===== config.mk =====
export PLATFORM = sky130hd
export DESIGN_NAME = epoch_to_calendar_with_dst_flat
export DESIGN_NICKNAME = d
export VERILOG_FILES = /design/src/rtl/e2c_pkg.sv /design/src/rtl/e2c_in_if.sv /design/src/rtl/e2c_out_if.sv /design/src/rtl/e2c_date.sv /design/src/rtl/e2c_dst.sv /design/src/rtl/epoch_to_calendar_with_dst.sv /design/src/flat_wrapper.sv
export SDC_FILE = /design/constraint.sdc
export NUM_CORES = 2
export LEC_CHECK = 0
export BUFFER_PORTS_ARGS = -buffer_cell sky130_fd_sc_hd__buf_2
export CAP_MARGIN = 30
export CORE_AREA = 2 2 443 489
export DETAILED_ROUTE_END_ITERATION = 10
export DIE_AREA = 0 0 445 491
export PLACE_DENSITY = 0.55
export SLEW_MARGIN = 10
export SYNTH_ARGS = -nofsm -noshare
export SYNTH_HDL_FRONTEND = slang
export SYNTH_HIERARCHICAL = 1
export SYNTH_SLANG_ARGS = --single-unit

===== constraint.sdc =====
create_clock -name clk -period 14.9 [get_ports clk]
set_input_delay 1.49 -clock clk [delete_from_list [all_inputs] [get_ports clk]]
set_output_delay 1.49 -clock clk [all_outputs]
set_load 0.02 [all_outputs]

===== src/rtl/e2c_pkg.sv =====
// shared types, constants and calendar tables for the epoch to calendar converter
`default_nettype none

package e2c_pkg;

  // one converted item travelling from the date pipeline to the saving-time pipeline
  typedef struct packed {
    logic [11:0] year;
    logic [3:0]  month;
    logic [4:0]  day;
    logic [4:0]  hour;
    logic [5:0]  minute;
    logic [5:0]  second;
    logic [15:0] days;
    logic [16:0] sod;
  } date_item_t;

  // saving-time boundary settings
  typedef struct packed {
    logic [3:0] start_month;
    logic [3:0] start_nth;
    logic [4:0] start_hour;
    logic [3:0] end_month;
    logic [3:0] end_nth;
    logic [4:0] end_hour;
  } dst_cfg_t;

  // configuration register indexes
  localparam logic [2:0] REG_START_MONTH = 3'd0;
  localparam logic [2:0] REG_START_NTH   = 3'd1;
  localparam logic [2:0] REG_START_HOUR  = 3'd2;
  localparam logic [2:0] REG_END_MONTH   = 3'd3;
  localparam logic [2:0] REG_END_NTH     = 3'd4;
  localparam logic [2:0] REG_END_HOUR    = 3'd5;

  localparam logic [31:0] SECS_PER_DAY  = 32'd86400;
  localparam logic [16:0] SECS_PER_HOUR = 17'd3600;
  localparam logic [19:0] DAY_SHIFT     = 20'd719468;
  localparam logic [19:0] ERA4_BASE     = 20'd584388;
  localparam logic [19:0] ERA5_BASE     = 20'd730485;
  localparam logic [17:0] ERA_LAST_DAY  = 18'd146096;
  localparam logic [11:0] BASE_YEAR     = 12'd1970;
  localparam logic [11:0] SKIP_LEAP     = 12'd2100;

  // reciprocal constants: q = (x * M) >> SH, exact for every x below 2**XW
  localparam int unsigned DAY_XW = 25;
  localparam int unsigned DAY_SH = 35;
  localparam longint unsigned DAY_M = ((64'd1 << DAY_SH) + 64'd674) / 64'd675;
  localparam int unsigned DAY_PW = DAY_XW + $clog2(DAY_M + 64'd1);

  localparam int unsigned HR_XW = 13;
  localparam int unsigned HR_SH = 21;
  localparam longint unsigned HR_M = ((64'd1 << HR_SH) + 64'd224) / 64'd225;
  localparam int unsigned HR_PW = HR_XW + $clog2(HR_M + 64'd1);

  localparam int unsigned MN_XW = 10;
  localparam int unsigned MN_SH = 14;
  localparam longint unsigned MN_M = ((64'd1 << MN_SH) + 64'd14) / 64'd15;
  localparam int unsigned MN_PW = MN_XW + $clog2(MN_M + 64'd1);

  localparam int unsigned DA_XW = 18;
  localparam int unsigned DA_SH = 29;
  localparam longint unsigned DA_M = ((64'd1 << DA_SH) + 64'd1459) / 64'd1460;
  localparam int unsigned DA_PW = DA_XW + $clog2(DA_M + 64'd1);

  localparam int unsigned DB_XW = 18;
  localparam int unsigned DB_SH = 34;
  localparam longint unsigned DB_M = ((64'd1 << DB_SH) + 64'd36523) / 64'd36524;
  localparam int unsigned DB_PW = DB_XW + $clog2(DB_M + 64'd1);

  localparam int unsigned YR_XW = 18;
  localparam int unsigned YR_SH = 27;
  localparam longint unsigned YR_M = ((64'd1 << YR_SH) + 64'd364) / 64'd365;
  localparam int unsigned YR_PW = YR_XW + $clog2(YR_M + 64'd1);

  localparam int unsigned CE_XW = 9;
  localparam int unsigned CE_SH = 16;
  localparam longint unsigned CE_M = ((64'd1 << CE_SH) + 64'd99) / 64'd100;
  localparam int unsigned CE_PW = CE_XW + $clog2(CE_M + 64'd1);

  localparam int unsigned MP_XW = 11;
  localparam int unsigned MP_SH = 19;
  localparam longint unsigned MP_M = ((64'd1 << MP_SH) + 64'd152) / 64'd153;
  localparam int unsigned MP_PW = MP_XW + $clog2(MP_M + 64'd1);

  localparam int unsigned WK_XW = 16;
  localparam int unsigned WK_SH = 19;
  localparam longint unsigned WK_M = ((64'd1 << WK_SH) + 64'd6) / 64'd7;
  localparam int unsigned WK_PW = WK_XW + $clog2(WK_M + 64'd1);

  // first day of each month in a year that starts in march
  function automatic logic [8:0] mp_day_offset(logic [3:0] mp);
    logic [8:0] off;
    case (mp)
      4'd0:    off = 9'd0;
      4'd1:    off = 9'd31;
      4'd2:    off = 9'd61;
      4'd3:    off = 9'd92;
      4'd4:    off = 9'd122;
      4'd5:    off = 9'd153;
      4'd6:    off = 9'd184;
      4'd7:    off = 9'd214;
      4'd8:    off = 9'd245;
      4'd9:    off = 9'd275;
      4'd10:   off = 9'd306;
      4'd11:   off = 9'd337;
      default: off = 9'd0;
    endcase
    return off;
  endfunction

  function automatic logic [8:0] days_before_month(logic [3:0] month);
    logic [8:0] n;
    case (month)
      4'd1:    n = 9'd0;
      4'd2:    n = 9'd31;
      4'd3:    n = 9'd59;
      4'd4:    n = 9'd90;
      4'd5:    n = 9'd120;
      4'd6:    n = 9'd151;
      4'd7:    n = 9'd181;
      4'd8:    n = 9'd212;
      4'd9:    n = 9'd243;
      4'd10:   n = 9'd273;
      4'd11:   n = 9'd304;
      4'd12:   n = 9'd334;
      default: n = 9'd0;
    endcase
    return n;
  endfunction

  function automatic logic [4:0] month_days(logic [3:0] month, logic leap);
    logic [4:0] n;
    case (month)
      4'd1, 4'd3, 4'd5, 4'd7, 4'd8, 4'd10, 4'd12: n = 5'd31;
      4'd4, 4'd6, 4'd9, 4'd11:                   n = 5'd30;
      4'd2:                                      n = leap ? 5'd29 : 5'd28;
      default:                                   n = 5'd1;
    endcase
    return n;
  endfunction

endpackage

`default_nettype wire


===== src/rtl/e2c_in_if.sv =====
// input channel: one unix time stamp per item
`default_nettype none

interface e2c_in_if;
  logic        valid;
  logic        ready;
  logic [31:0] epoch_seconds;

  modport source (output valid, output epoch_seconds, input ready);
  modport sink   (input valid, input epoch_seconds, output ready);
endinterface

`default_nettype wire


===== src/rtl/e2c_out_if.sv =====
// output channel: calendar date, time of day and saving-time flags
`default_nettype none

interface e2c_out_if;
  logic        valid;
  logic        ready;
  logic [11:0] cal_year;
  logic [3:0]  cal_month;
  logic [4:0]  cal_day;
  logic [4:0]  clock_hour;
  logic [5:0]  clock_minute;
  logic [5:0]  clock_second;
  logic        in_dst;
  logic        dst_error;

  modport source (
    output valid, output cal_year, output cal_month, output cal_day,
    output clock_hour, output clock_minute, output clock_second,
    output in_dst, output dst_error, input ready
  );
  modport sink (
    input valid, input cal_year, input cal_month, input cal_day,
    input clock_hour, input clock_minute, input clock_second,
    input in_dst, input dst_error, output ready
  );
endinterface

`default_nettype wire


===== src/rtl/e2c_date.sv =====
// ten-stage pipeline from unix seconds to civil date and time of day
`default_nettype none

module e2c_date
  import e2c_pkg::*;
(
  input  logic       clk,
  input  logic       rst,
  e2c_in_if.sink     up,
  output logic       dn_valid,
  input  logic       dn_ready,
  output date_item_t dn_item
);

  localparam int NST = 10;

  logic [NST-1:0] vld;
  logic [NST:0]   go;

  assign go[NST] = dn_ready;
  for (genvar g = 0; g < NST; g++) begin : g_go
    assign go[g] = !vld[g] || go[g+1];
  end

  assign up.ready = go[0];
  assign dn_valid = vld[NST-1];

  always_ff @(posedge clk) begin
    if (rst) begin
      vld <= '0;
    end else begin
      vld <= (go[NST-1:0] & {vld[NST-2:0], up.valid}) | (~go[NST-1:0] & vld);
    end
  end

  // stage 0: day count by reciprocal of 86400 / 128
  logic [DAY_PW-1:0] day_prod;
  logic [31:0]       s0_t;
  logic [15:0]       s0_days;

  assign day_prod = DAY_PW'(up.epoch_seconds[31:7]) * DAY_PW'(DAY_M);

  always_ff @(posedge clk) begin
    if (go[0]) begin
      s0_t    <= up.epoch_seconds;
      s0_days <= 16'(day_prod >> DAY_SH);
    end
  end

  // stage 1: second of day
  logic [31:0] day_base;
  logic [15:0] s1_days;
  logic [16:0] s1_sod;

  assign day_base = 32'(s0_days) * SECS_PER_DAY;

  always_ff @(posedge clk) begin
    if (go[1]) begin
      s1_days <= s0_days;
      s1_sod  <= 17'(s0_t - day_base);
    end
  end

  // stage 2: hour, era and day of era
  logic [HR_PW-1:0] hr_prod;
  logic [19:0]      z;
  logic             era5;
  logic [15:0]      s2_days;
  logic [16:0]      s2_sod;
  logic [4:0]       s2_hour;
  logic [17:0]      s2_doe;
  logic             s2_era5;

  assign hr_prod = HR_PW'(s1_sod[16:4]) * HR_PW'(HR_M);
  assign z       = 20'(s1_days) + DAY_SHIFT;
  assign era5    = z >= ERA5_BASE;

  always_ff @(posedge clk) begin
    if (go[2]) begin
      s2_days <= s1_days;
      s2_sod  <= s1_sod;
      s2_hour <= 5'(hr_prod >> HR_SH);
      s2_doe  <= 18'(z - (era5 ? ERA5_BASE : ERA4_BASE));
      s2_era5 <= era5;
    end
  end

  // stage 3: seconds within the hour, leap corrections of the era
  logic [DA_PW-1:0] da_prod;
  logic [DB_PW-1:0] db_prod;
  logic [15:0]      s3_days;
  logic [16:0]      s3_sod;
  logic [4:0]       s3_hour;
  logic [11:0]      s3_remh;
  logic [17:0]      s3_doe;
  logic             s3_era5;
  logic [6:0]       s3_a;
  logic [2:0]       s3_b;
  logic             s3_c;

  assign da_prod = DA_PW'(s2_doe) * DA_PW'(DA_M);
  assign db_prod = DB_PW'(s2_doe) * DB_PW'(DB_M);

  always_ff @(posedge clk) begin
    if (go[3]) begin
      s3_days <= s2_days;
      s3_sod  <= s2_sod;
      s3_hour <= s2_hour;
      s3_remh <= 12'(s2_sod - 17'(s2_hour) * SECS_PER_HOUR);
      s3_doe  <= s2_doe;
      s3_era5 <= s2_era5;
      s3_a    <= 7'(da_prod >> DA_SH);
      s3_b    <= 3'(db_prod >> DB_SH);
      s3_c    <= s2_doe == ERA_LAST_DAY;
    end
  end

  // stage 4: minute, leap-free day index
  logic [MN_PW-1:0] mn_prod;
  logic [15:0]      s4_days;
  logic [16:0]      s4_sod;
  logic [4:0]       s4_hour;
  logic [11:0]      s4_remh;
  logic [17:0]      s4_doe;
  logic             s4_era5;
  logic [17:0]      s4_n;
  logic [5:0]       s4_min;

  assign mn_prod = MN_PW'(s3_remh[11:2]) * MN_PW'(MN_M);

  always_ff @(posedge clk) begin
    if (go[4]) begin
      s4_days <= s3_days;
      s4_sod  <= s3_sod;
      s4_hour <= s3_hour;
      s4_remh <= s3_remh;
      s4_doe  <= s3_doe;
      s4_era5 <= s3_era5;
      s4_n    <= s3_doe - 18'(s3_a) + 18'(s3_b) - 18'(s3_c);
      s4_min  <= 6'(mn_prod >> MN_SH);
    end
  end

  // stage 5: second, year of era
  logic [YR_PW-1:0] yr_prod;
  logic [15:0]      s5_days;
  logic [16:0]      s5_sod;
  logic [4:0]       s5_hour;
  logic [5:0]       s5_min;
  logic [5:0]       s5_sec;
  logic [17:0]      s5_doe;
  logic             s5_era5;
  logic [8:0]       s5_yoe;

  assign yr_prod = YR_PW'(s4_n) * YR_PW'(YR_M);

  always_ff @(posedge clk) begin
    if (go[5]) begin
      s5_days <= s4_days;
      s5_sod  <= s4_sod;
      s5_hour <= s4_hour;
      s5_min  <= s4_min;
      s5_sec  <= 6'(s4_remh - 12'(s4_min) * 12'd60);
      s5_doe  <= s4_doe;
      s5_era5 <= s4_era5;
      s5_yoe  <= 9'(yr_prod >> YR_SH);
    end
  end

  // stage 6: centuries within the era
  logic [CE_PW-1:0] ce_prod;
  logic [15:0]      s6_days;
  logic [16:0]      s6_sod;
  logic [4:0]       s6_hour;
  logic [5:0]       s6_min;
  logic [5:0]       s6_sec;
  logic [17:0]      s6_doe;
  logic             s6_era5;
  logic [8:0]       s6_yoe;
  logic [1:0]       s6_c100;

  assign ce_prod = CE_PW'(s5_yoe) * CE_PW'(CE_M);

  always_ff @(posedge clk) begin
    if (go[6]) begin
      s6_days <= s5_days;
      s6_sod  <= s5_sod;
      s6_hour <= s5_hour;
      s6_min  <= s5_min;
      s6_sec  <= s5_sec;
      s6_doe  <= s5_doe;
      s6_era5 <= s5_era5;
      s6_yoe  <= s5_yoe;
      s6_c100 <= 2'(ce_prod >> CE_SH);
    end
  end

  // stage 7: day of the march-based year and the march-based year number
  logic [17:0] year_start;
  logic [15:0] s7_days;
  logic [16:0] s7_sod;
  logic [4:0]  s7_hour;
  logic [5:0]  s7_min;
  logic [5:0]  s7_sec;
  logic [8:0]  s7_doy;
  logic [11:0] s7_y;

  assign year_start = 18'(s6_yoe) * 18'd365 + 18'(s6_yoe[8:2]) - 18'(s6_c100);

  always_ff @(posedge clk) begin
    if (go[7]) begin
      s7_days <= s6_days;
      s7_sod  <= s6_sod;
      s7_hour <= s6_hour;
      s7_min  <= s6_min;
      s7_sec  <= s6_sec;
      s7_doy  <= 9'(s6_doe - year_start);
      s7_y    <= 12'(s6_yoe) + (s6_era5 ? 12'd2000 : 12'd1600);
    end
  end

  // stage 8: month index counted from march
  logic [MP_XW-1:0] mp_x;
  logic [MP_PW-1:0] mp_prod;
  logic [15:0]      s8_days;
  logic [16:0]      s8_sod;
  logic [4:0]       s8_hour;
  logic [5:0]       s8_min;
  logic [5:0]       s8_sec;
  logic [8:0]       s8_doy;
  logic [11:0]      s8_y;
  logic [3:0]       s8_mp;

  assign mp_x    = 11'(s7_doy) * 11'd5 + 11'd2;
  assign mp_prod = MP_PW'(mp_x) * MP_PW'(MP_M);

  always_ff @(posedge clk) begin
    if (go[8]) begin
      s8_days <= s7_days;
      s8_sod  <= s7_sod;
      s8_hour <= s7_hour;
      s8_min  <= s7_min;
      s8_sec  <= s7_sec;
      s8_doy  <= s7_doy;
      s8_y    <= s7_y;
      s8_mp   <= 4'(mp_prod >> MP_SH);
    end
  end

  // stage 9: day and month, january and february belong to the next year
  logic [3:0]  month;
  logic [8:0]  day_full;
  date_item_t  s9_item;

  assign month    = (s8_mp < 4'd10) ? s8_mp + 4'd3 : s8_mp - 4'd9;
  assign day_full = s8_doy - mp_day_offset(s8_mp) + 9'd1;

  always_ff @(posedge clk) begin
    if (go[9]) begin
      s9_item.year   <= s8_y + 12'(month <= 4'd2);
      s9_item.month  <= month;
      s9_item.day    <= day_full[4:0];
      s9_item.hour   <= s8_hour;
      s9_item.minute <= s8_min;
      s9_item.second <= s8_sec;
      s9_item.days   <= s8_days;
      s9_item.sod    <= s8_sod;
    end
  end

  assign dn_item = s9_item;

endmodule

`default_nettype wire


===== src/rtl/e2c_dst.sv =====
// five-stage pipeline that places the saving-time boundaries and flags the item
`default_nettype none

module e2c_dst
  import e2c_pkg::*;
(
  input  logic       clk,
  input  logic       rst,
  input  dst_cfg_t   cfg,
  input  logic       up_valid,
  output logic       up_ready,
  input  date_item_t up_item,
  e2c_out_if.source  dn
);

  localparam int NST = 5;

  logic [NST-1:0] vld;
  logic [NST:0]   go;

  assign go[NST] = dn.ready;
  for (genvar g = 0; g < NST; g++) begin : g_go
    assign go[g] = !vld[g] || go[g+1];
  end

  assign up_ready = go[0];

  always_ff @(posedge clk) begin
    if (rst) begin
      vld <= '0;
    end else begin
      vld <= (go[NST-1:0] & {vld[NST-2:0], up_valid}) | (~go[NST-1:0] & vld);
    end
  end

  // day number of the first day, or the last day when counting back
  function automatic logic [15:0] anchor_day(logic [15:0] ys, logic leap,
                                             logic [3:0] month, logic from_end);
    logic [15:0] bd;
    bd = ys + 16'(days_before_month(month)) + 16'(month > 4'd2 && leap);
    if (from_end) begin
      bd = bd + 16'(month_days(month, leap)) - 16'd1;
    end
    return bd;
  endfunction

  // walk from the anchor day to the wanted sunday
  function automatic logic signed [17:0] sunday_day(logic [15:0] bd, logic [2:0] wd,
                                                    logic [3:0] nth);
    logic [2:0]         k;
    logic [2:0]         back;
    logic [5:0]         span;
    logic signed [17:0] base;
    logic signed [17:0] step;
    k    = nth[3] ? ~nth[2:0] : nth[2:0] - 3'd1;
    back = (wd == 3'd6) ? 3'd0 : wd + 3'd1;
    span = (nth[3] ? 6'(back) : 6'(3'd6 - wd)) + 6'(k) * 6'd7;
    base = $signed({2'b00, bd});
    step = $signed({12'd0, span});
    return nth[3] ? base - step : base + step;
  endfunction

  // true once the item's moment is at or past the given day and hour
  function automatic logic reached(logic [15:0] days, logic [16:0] sod,
                                   logic signed [17:0] ds, logic [4:0] hour);
    logic signed [17:0] dn_s;
    logic [16:0]        hs;
    dn_s = $signed({2'b00, days});
    hs   = 17'(hour) * SECS_PER_HOUR;
    return (dn_s > ds) || (dn_s == ds && sod >= hs);
  endfunction

  function automatic logic bound_ok(logic [3:0] month, logic [3:0] nth, logic [4:0] hour);
    return month >= 4'd1 && month <= 4'd12 && hour <= 5'd23 && nth != 4'd0 &&
           $signed(nth) >= -4'sd5 && $signed(nth) <= 4'sd5;
  endfunction

  // stage 0: first day of the year and leap flag
  logic [7:0]  yoff;
  logic [15:0] ys;
  logic        leap;
  date_item_t  d0_item;
  logic [15:0] d0_ys;
  logic        d0_leap;

  assign yoff = 8'(up_item.year - BASE_YEAR);
  assign ys   = 16'(yoff) * 16'd365 + 16'((9'(yoff) + 9'd1) >> 2)
              - 16'(up_item.year > SKIP_LEAP);
  assign leap = up_item.year[1:0] == 2'b00 && up_item.year != SKIP_LEAP;

  always_ff @(posedge clk) begin
    if (go[0]) begin
      d0_item <= up_item;
      d0_ys   <= ys;
      d0_leap <= leap;
    end
  end

  // stage 1: anchor days of both boundaries
  date_item_t  d1_item;
  logic [15:0] d1_bd_s;
  logic [15:0] d1_bd_e;

  always_ff @(posedge clk) begin
    if (go[1]) begin
      d1_item <= d0_item;
      d1_bd_s <= anchor_day(d0_ys, d0_leap, cfg.start_month, cfg.start_nth[3]);
      d1_bd_e <= anchor_day(d0_ys, d0_leap, cfg.end_month, cfg.end_nth[3]);
    end
  end

  // stage 2: weeks since a known monday
  logic [WK_XW-1:0] wx_s;
  logic [WK_XW-1:0] wx_e;
  logic [WK_PW-1:0] wk_prod_s;
  logic [WK_PW-1:0] wk_prod_e;
  date_item_t       d2_item;
  logic [15:0]      d2_bd_s;
  logic [15:0]      d2_bd_e;
  logic [12:0]      d2_q_s;
  logic [12:0]      d2_q_e;

  assign wx_s      = d1_bd_s + 16'd3;
  assign wx_e      = d1_bd_e + 16'd3;
  assign wk_prod_s = WK_PW'(wx_s) * WK_PW'(WK_M);
  assign wk_prod_e = WK_PW'(wx_e) * WK_PW'(WK_M);

  always_ff @(posedge clk) begin
    if (go[2]) begin
      d2_item <= d1_item;
      d2_bd_s <= d1_bd_s;
      d2_bd_e <= d1_bd_e;
      d2_q_s  <= 13'(wk_prod_s >> WK_SH);
      d2_q_e  <= 13'(wk_prod_e >> WK_SH);
    end
  end

  // stage 3: weekday (monday 0) and the boundary sunday
  logic [15:0]        wr_s;
  logic [15:0]        wr_e;
  date_item_t         d3_item;
  logic signed [17:0] d3_ds_s;
  logic signed [17:0] d3_ds_e;

  assign wr_s = d2_bd_s + 16'd3 - 16'(d2_q_s) * 16'd7;
  assign wr_e = d2_bd_e + 16'd3 - 16'(d2_q_e) * 16'd7;

  always_ff @(posedge clk) begin
    if (go[3]) begin
      d3_item <= d2_item;
      d3_ds_s <= sunday_day(d2_bd_s, wr_s[2:0], cfg.start_nth);
      d3_ds_e <= sunday_day(d2_bd_e, wr_e[2:0], cfg.end_nth);
    end
  end

  // stage 4: output register
  logic       cfg_ok;
  date_item_t d4_item;
  logic       d4_in_dst;
  logic       d4_error;

  assign cfg_ok = bound_ok(cfg.start_month, cfg.start_nth, cfg.start_hour) &&
                  bound_ok(cfg.end_month, cfg.end_nth, cfg.end_hour);

  always_ff @(posedge clk) begin
    if (go[4]) begin
      d4_item   <= d3_item;
      d4_error  <= !cfg_ok;
      d4_in_dst <= cfg_ok &&
                   reached(d3_item.days, d3_item.sod, d3_ds_s, cfg.start_hour) &&
                   !reached(d3_item.days, d3_item.sod, d3_ds_e, cfg.end_hour);
    end
  end

  assign dn.valid        = vld[NST-1];
  assign dn.cal_year     = d4_item.year;
  assign dn.cal_month    = d4_item.month;
  assign dn.cal_day      = d4_item.day;
  assign dn.clock_hour   = d4_item.hour;
  assign dn.clock_minute = d4_item.minute;
  assign dn.clock_second = d4_item.second;
  assign dn.in_dst       = d4_in_dst;
  assign dn.dst_error    = d4_error;

endmodule

`default_nettype wire


===== src/rtl/epoch_to_calendar_with_dst.sv =====
// Unix time to calendar date and time of day with a daylight saving flag.
// The epoch channel takes one 32-bit count of seconds since 1970-01-01 UTC per item;
// the calendar channel returns year, month, day, hour, minute, second, in_dst and
// dst_error for it, in order, one result per item.
// Both channels are valid/ready; an item moves on a rising edge with both high.
// The configuration port writes one saving-time register per cycle while cfg_we is
// high: 0 start month, 1 start nth Sunday, 2 start hour, 3 end month, 4 end nth,
// 5 end hour; other indexes are ignored. Write only while no item is in flight.
// An item passes ten date stages, then five saving-time stages, the last of which is
// the output register.
// Throughput: one item per cycle while the receiver is ready; the longest stage is one
// constant multiply with a short add, subtract or compare behind it.
// When the receiver stalls, the pipeline holds its items and keeps accepting new
// ones until every stage is full; nothing is dropped or repeated.
// Reset empties the pipeline and loads the saving-time registers with march and
// october, last Sunday, 01:00.
`default_nettype none

module epoch_to_calendar_with_dst
  import e2c_pkg::*;
(
  input  logic       clk,
  input  logic       rst,
  e2c_in_if.sink     epoch,
  e2c_out_if.source  calendar,
  input  logic       cfg_we,
  input  logic [2:0] cfg_index,
  input  logic [4:0] cfg_wdata
);

  dst_cfg_t   cfg;
  logic       mid_valid;
  logic       mid_ready;
  date_item_t mid_item;

  always_ff @(posedge clk) begin
    if (rst) begin
      cfg.start_month <= 4'd3;
      cfg.start_nth   <= 4'hF;
      cfg.start_hour  <= 5'd1;
      cfg.end_month   <= 4'd10;
      cfg.end_nth     <= 4'hF;
      cfg.end_hour    <= 5'd1;
    end else if (cfg_we) begin
      case (cfg_index)
        REG_START_MONTH: cfg.start_month <= cfg_wdata[3:0];
        REG_START_NTH:   cfg.start_nth   <= cfg_wdata[3:0];
        REG_START_HOUR:  cfg.start_hour  <= cfg_wdata;
        REG_END_MONTH:   cfg.end_month   <= cfg_wdata[3:0];
        REG_END_NTH:     cfg.end_nth     <= cfg_wdata[3:0];
        REG_END_HOUR:    cfg.end_hour    <= cfg_wdata;
        default: ;
      endcase
    end
  end

  e2c_date u_date (
    .clk      (clk),
    .rst      (rst),
    .up       (epoch),
    .dn_valid (mid_valid),
    .dn_ready (mid_ready),
    .dn_item  (mid_item)
  );

  e2c_dst u_dst (
    .clk      (clk),
    .rst      (rst),
    .cfg      (cfg),
    .up_valid (mid_valid),
    .up_ready (mid_ready),
    .up_item  (mid_item),
    .dn       (calendar)
  );

endmodule

`default_nettype wire


===== src/flat_wrapper.sv =====
// flat-port wrapper written by rule: the top's interface ports become plain ports
module epoch_to_calendar_with_dst_flat import e2c_pkg::*;
  (clk, rst, cfg_we, cfg_index, cfg_wdata, epoch_valid, epoch_epoch_seconds, epoch_ready, calendar_valid, calendar_cal_year, calendar_cal_month, calendar_cal_day, calendar_clock_hour, calendar_clock_minute, calendar_clock_second, calendar_in_dst, calendar_dst_error, calendar_ready);
  e2c_in_if epoch_i ();
  e2c_out_if calendar_i ();
  input  logic clk;
  input  logic rst;
  input  logic cfg_we;
  input  logic [2:0] cfg_index;
  input  logic [4:0] cfg_wdata;
  input wire logic [$bits(epoch_i.valid)-1:0] epoch_valid;
  input wire logic [$bits(epoch_i.epoch_seconds)-1:0] epoch_epoch_seconds;
  output wire logic [$bits(epoch_i.ready)-1:0] epoch_ready;
  output wire logic [$bits(calendar_i.valid)-1:0] calendar_valid;
  output wire logic [$bits(calendar_i.cal_year)-1:0] calendar_cal_year;
  output wire logic [$bits(calendar_i.cal_month)-1:0] calendar_cal_month;
  output wire logic [$bits(calendar_i.cal_day)-1:0] calendar_cal_day;
  output wire logic [$bits(calendar_i.clock_hour)-1:0] calendar_clock_hour;
  output wire logic [$bits(calendar_i.clock_minute)-1:0] calendar_clock_minute;
  output wire logic [$bits(calendar_i.clock_second)-1:0] calendar_clock_second;
  output wire logic [$bits(calendar_i.in_dst)-1:0] calendar_in_dst;
  output wire logic [$bits(calendar_i.dst_error)-1:0] calendar_dst_error;
  input wire logic [$bits(calendar_i.ready)-1:0] calendar_ready;
  assign epoch_i.valid = epoch_valid;
  assign epoch_i.epoch_seconds = epoch_epoch_seconds;
  assign epoch_ready = epoch_i.ready;
  assign calendar_valid = calendar_i.valid;
  assign calendar_cal_year = calendar_i.cal_year;
  assign calendar_cal_month = calendar_i.cal_month;
  assign calendar_cal_day = calendar_i.cal_day;
  assign calendar_clock_hour = calendar_i.clock_hour;
  assign calendar_clock_minute = calendar_i.clock_minute;
  assign calendar_clock_second = calendar_i.clock_second;
  assign calendar_in_dst = calendar_i.in_dst;
  assign calendar_dst_error = calendar_i.dst_error;
  assign calendar_i.ready = calendar_ready;
  epoch_to_calendar_with_dst u_core (.clk(clk), .rst(rst), .epoch(epoch_i), .calendar(calendar_i), .cfg_we(cfg_we), .cfg_index(cfg_index), .cfg_wdata(cfg_wdata));
endmodule

# Yosys cells after proc, flatten, opt, wreduce, memory -nomap -nowiden
# Memory sizes are Yosys's and may differ from the RTL's. A register that Yosys moved wholly into a read port is not among the register bits.
# Index checks and enable logic that the tools add are counted.
# op_classes
shifts	0
mul	22
muxes	27
n_lt_le_gt_ge	20
reduce_logical	66
addsub	48
n_eq_ne	35
bitwise_logic	10
n_div	0
# op_table
op	n
multiplier 18 x 16 -> 33 bit (second input constant)	2
multiplier 16 x 17 -> 32 bit (second input constant)	2
2-to-1 mux 18 bit	3
multiplier 25 x 26 -> 51 bit (second input constant)	1
equality test 4 bit (second input constant)	10
multiplier 18 x 19 -> 37 bit (second input constant)	1
equality test 17 x 18 -> 1 bit	2
greater-than comparator 17 x 18 -> 1 bit	2
adder 16 x 6 -> 17 bit	2
greater-or-equal comparator 17 bit	2
subtractor 16 x 6 -> 17 bit	2
adder 16 x 1 -> 16 bit	2
adder 16 x 2 -> 16 bit (second input constant)	2
adder 16 x 5 -> 16 bit	2
adder 16 x 9 -> 16 bit	2
equality test 4 x 3 -> 1 bit (second input constant)	8
2-to-1 mux 16 bit	2
subtractor 16 x 1 -> 16 bit (second input constant)	2
one-hot mux 5 bit (3 select lines)	2
2-to-1 mux 9 bit	3
multiplier 13 x 14 -> 26 bit (second input constant)	1
multiplier 13 x 3 -> 3 bit (second input constant)	2
multiplier 5 x 8 -> 13 bit (second input constant)	2
2-to-1 mux 4 bit	6
other kinds (74)	163
# word_totals
rom_bits	432
inputBits	45
regBits	1142
memories	3
word_cells	355
latch_bits	0
mem_bits_rw	0
# mem_list
name	depth	word_bits	read_ports	rd_clocked_by_memory_dff	write_ports	line_no	source
(no name shown)	16	9	1	1	0	e2c_pkg.sv:94	case (mp)
(no name shown)	16	9	1	1	0	e2c_pkg.sv:114	case (month)
(no name shown)	16	9	1	1	0	e2c_pkg.sv:114	

# Longest topological paths before layout
# logic_depth
word_depth	19
depth_mapped	35

# Hierarchy
# The synthesis kept the hierarchy.
# modules_own_cells
module	seq_area_each_um2	area_per_inst_um2	cells_per_inst	n_inst
e2c_date	18798.0	54429.7	4231	1
e2c_dst	13523.0	29427.0	2404	1
epoch_to_calendar_with_dst	520.5	1051.0	102	1

# Worst setup path after synthesis
# No wires, ideal clock.
# synth_timing
path_kind	input to output
start	input calendar_ready
end	output epoch_ready
cell_stages	11
arrival_time_ns	11.411
setup_slack_ns	1.999
required_time_ns	13.410
path_buffers	1
path_cell_list	nor2b_1 and3_1 nand3_1 nor2b_1 and2_1 clkbuf_1 nand3_1 nor2_1 nand3_1 nor2_1 nand3_1
# synth_between
elab_chain_cells	15
# synth_rtl
element	line_no	source
from (decl)	flat_wrapper.sv:23	input wire logic [$bits(calendar_i.ready)-1:0] calendar_ready;
logical OR 1 bit (5 in a row)	e2c_dst.sv:23	assign go[g] = !vld[g] || go[g+1];
named net u_core.mid_ready	epoch_to_calendar_with_dst.sv:33	logic mid_ready;
logical OR 1 bit (10 in a row)	e2c_date.sv:22	assign go[g] = !vld[g] || go[g+1];
to (decl)	flat_wrapper.sv:13	output wire logic [$bits(epoch_i.ready)-1:0] epoch_ready;
# The timed path passes the listed nets, and every way through them passes these cells.

==> impl_metrics.toml <==
[status]
status = "completed"

[critical_path]
crit_family = "adder cells"
cp-end-kind = "register"
required_ns = 15.52
crit_path_max_fanout = 7
cp.arrival_ns = 8.55
r2r_cells = 32
cp_num_cells = 32
slowest_delay_ns = 0.55
critPathBufInv = 4
critical_path_class = "reg2reg"
worstSetupStartpointType = "register"
cpMaxStageDelayCell = "fa_1"

[placement]
place_area_um2 = 89000
dp_hpwl_um = 138000
placed_cells = 9609
globalplace.congestion = 0.879
portBuffers = 86

[grt]
grt_pass1_vias = 50500
grt_first_pass_wirelength_um = 273000
grt_start_max_net_pins = 71
grt_use_total_pct = 15.7
grt_antenna_before_repair = 4
grt_overflow = 0

[yosys]
synth_top_family_by_area = "adder cells"
synth_edf_count = 1063
syn-num-nets = 9071
yosysTopAreaCellShare_pct = 37.6
synthCells = 6737
yosysUniqueCellTypes = 84
yosys.area.top_type = "edfxtp_1"
synth_xor_area_share_pct = 3.86
yosysWarnings = 6
yosys.area_share.simple_pct = 4.19
syn_area_um2 = 84900
ys_seq_area_share_pct = 38.7
synthArstFlopShare_pct = 0
synthTopCellsByArea = "edfxtp_1 38%, ha_1 23%, fa_1 18%"
synth_compound_area_share_pct = 5.49
synthMuxAreaShare_pct = 0.819
ys_ff_latch = 1109
syn_avg_cell_area_um2 = 12.6
synth-adder-area-share_pct = 40.5
synth_ff_type = "edfxtp_1"

[floorplanning]
die_area_um2 = 218000
initial_core_util_pct = 39.8
core_um2 = 213000
num_io_pins = 87
die_h_um = 491
num_rows = 178
fp.dieW_um = 445

[route]
postRouteAntennaNets = 0
viasPerCell = 4.78
vias = 47000
drtIter0Drc = 2036
drc = 0
first_pass_iters = 5
totalWireLength_um = 168000
wl_per_cell_um = 17.1

[worst_hold_path]
holdPathStages = 0
hold_class = "reg2reg"

[timing]
rsz0062_at_grt = "false"
period_share_pct = 53.2
setup_violations = 0
slew_headroom_pct = 35.6
worstMarginPinSlew_ns = 0.966
tns_ns = 0
hold_violations = 0
skew_ns = 0.0264
period_minus_slack_ns = 7.93
fmax_ghz = 0.126
slew_violations = 0

[cells_and_area]
area.growth.synth_to_final_pct = 9.26
nets = 9267
drive_gt1_share_pct = 5.02
finalNonFillerCells = 9817
num_antenna_cells = 0
fin_area_um2 = 92800
post-route-util_pct = 43.5

[clock_tree]
cts_buffer_depth = 3
cts.htree.levels = 3
cts_setup_buffers = 0
cts_sinks = 1109
clk_root_buffer_cell = "clkbuf_16"
cts_inserted_buffers = 112
cts.repair.resized = 0
clkTransAtPathRegs_ns = 0.07
cts_tree = "yes"
ctsHoldBuffers = 0
clkLatencyLatePin_ns = 0.70

[job]
maxCapViolCount = 0
[kinds of logic (layout without fill, tap and decap cells)]
logic type	Yosys count	after routing
AO/OA/AOI/OAI	714	714
adder cells (fa/ha/maj)	2289	2289
flip-flops	1109	1109
XOR/XNOR	374	374
buffers and inverters	1466	1756
AND/OR/NAND/NOR	719	719
multiplexers	66	66
[placed cells by master (no fill, tap or decap), types with 34 or more instances in the layout]
cell type / n
xor2_1: 123
o21bai_1: 34
nor2b_1: 43
xnor2_1: 251
a21oi_1: 207
mux2i_1: 56
nand2_1: 143
buf_2: 87
edfxtp_1: 1063
a21o_1: 117
nand3_1: 61
nand4_1: 42
o21ai_0: 140
clkbuf_16: 112
fa_1: 762
dfxtp_1: 45
inv_1: 1423
nand2b_1: 62
nor2_1: 208
nor3_1: 49
ha_1: 1527
[state kept, by name, indices dropped and copies added (netlist names), 18 cells and up, named ones only]
name,cells
u_core/u_dst/d1_item,71
u_core/u_dst/d3_ds_s,18
u_core/u_dst/d3_item,71
u_core/u_date/s2_doe,18
u_core/cfg,26
u_core/u_date/s4_n,18
u_core/u_dst/d2_item,71
u_core/u_date/dn_item,69
u_core/u_dst/d3_ds_e,18
u_core/u_dst/d0_item,71
u_core/u_date/s3_doe,18
[path summary, 6_finish.rpt]
| kind | start | endpoint | slack, ns |
|---|---|---|---|
| worst max-delay path | u_core/u_date/s7_doy[1] | register | 6.97 |
| worst min-delay path | u_core/u_dst/d2_item[4] | u_core/u_dst/d3_item[4] | 0.41 |
| worst max register to register | u_core/u_date/s7_doy[1] | register | 6.97 |
| worst min register to register | u_core/u_dst/d2_item[4] | u_core/u_dst/d3_item[4] | 0.41 |
[metrics by stage]
step                      setup slack [ns]  hold slack [ns]
final                                 6.97            0.406
after global routing                  6.18            0.404
after CTS                             6.88            0.399
after detailed placement              6.69            0.405
after global placement                6.76            0.401
after floorplan                       2.00            0.400
[per-layer routing]
metal,GRT usage (%),up-vias,part of all wire (%)
li1,-,23100,-
met1,20.0,23100,44
met2,28.7,521,52
met3,1.50,190,2.5
met4,3.64,2,2.0
met5,0,-,0.0054
[area by class of cell]
type | count | area, um2
inverters | 1429 | 5370
multi-input cells | 4162 | 46600
repair buffers | 119 | 708
clock buffers | 139 | 2940
clock inverters | 69 | 793
fillers | 19600 | 121000
flip-flops and latches | 1109 | 32800
well taps | 2790 | 3490
[synthesized netlist by cell type, drive strengths merged, types with 8 or more instances]
cell	instances
nand2	147
o21a	30
a21boi	14
xnor2	251
o211ai	17
nor3	49
mux2i	56
nand2b	63
nor2	208
and2	9
or2	15
nor4	12
a31oi	22
fa	762
xor2	123
a211oi	25
dfxtp	46
a21oi	211
inv	1428
or3	12
a31o	9
o21bai	34
o31ai	10
mux2	8
edfxtp	1063
and3	21
a21o	117
nand3	65
ha	1527
o21ai	147
nand4	42
nor2b	43
clkbuf	31
[worst reg2reg max path, delay by kind of cell, from the launching register on]
family,cells,cell delay (ns)
AOI/OAI and AO/OA,11,2.18
and+or+nand+nor,7,1.31
adders and majority gates,8,3.10
xor gates and xnor gates,2,0.35
DFF,1,0.50
buffers and inverters,4,0.42
Power is left out: the tool's default activity adds up to more than one toggle a clock period on the data nets, which glitch-free logic cannot reach.
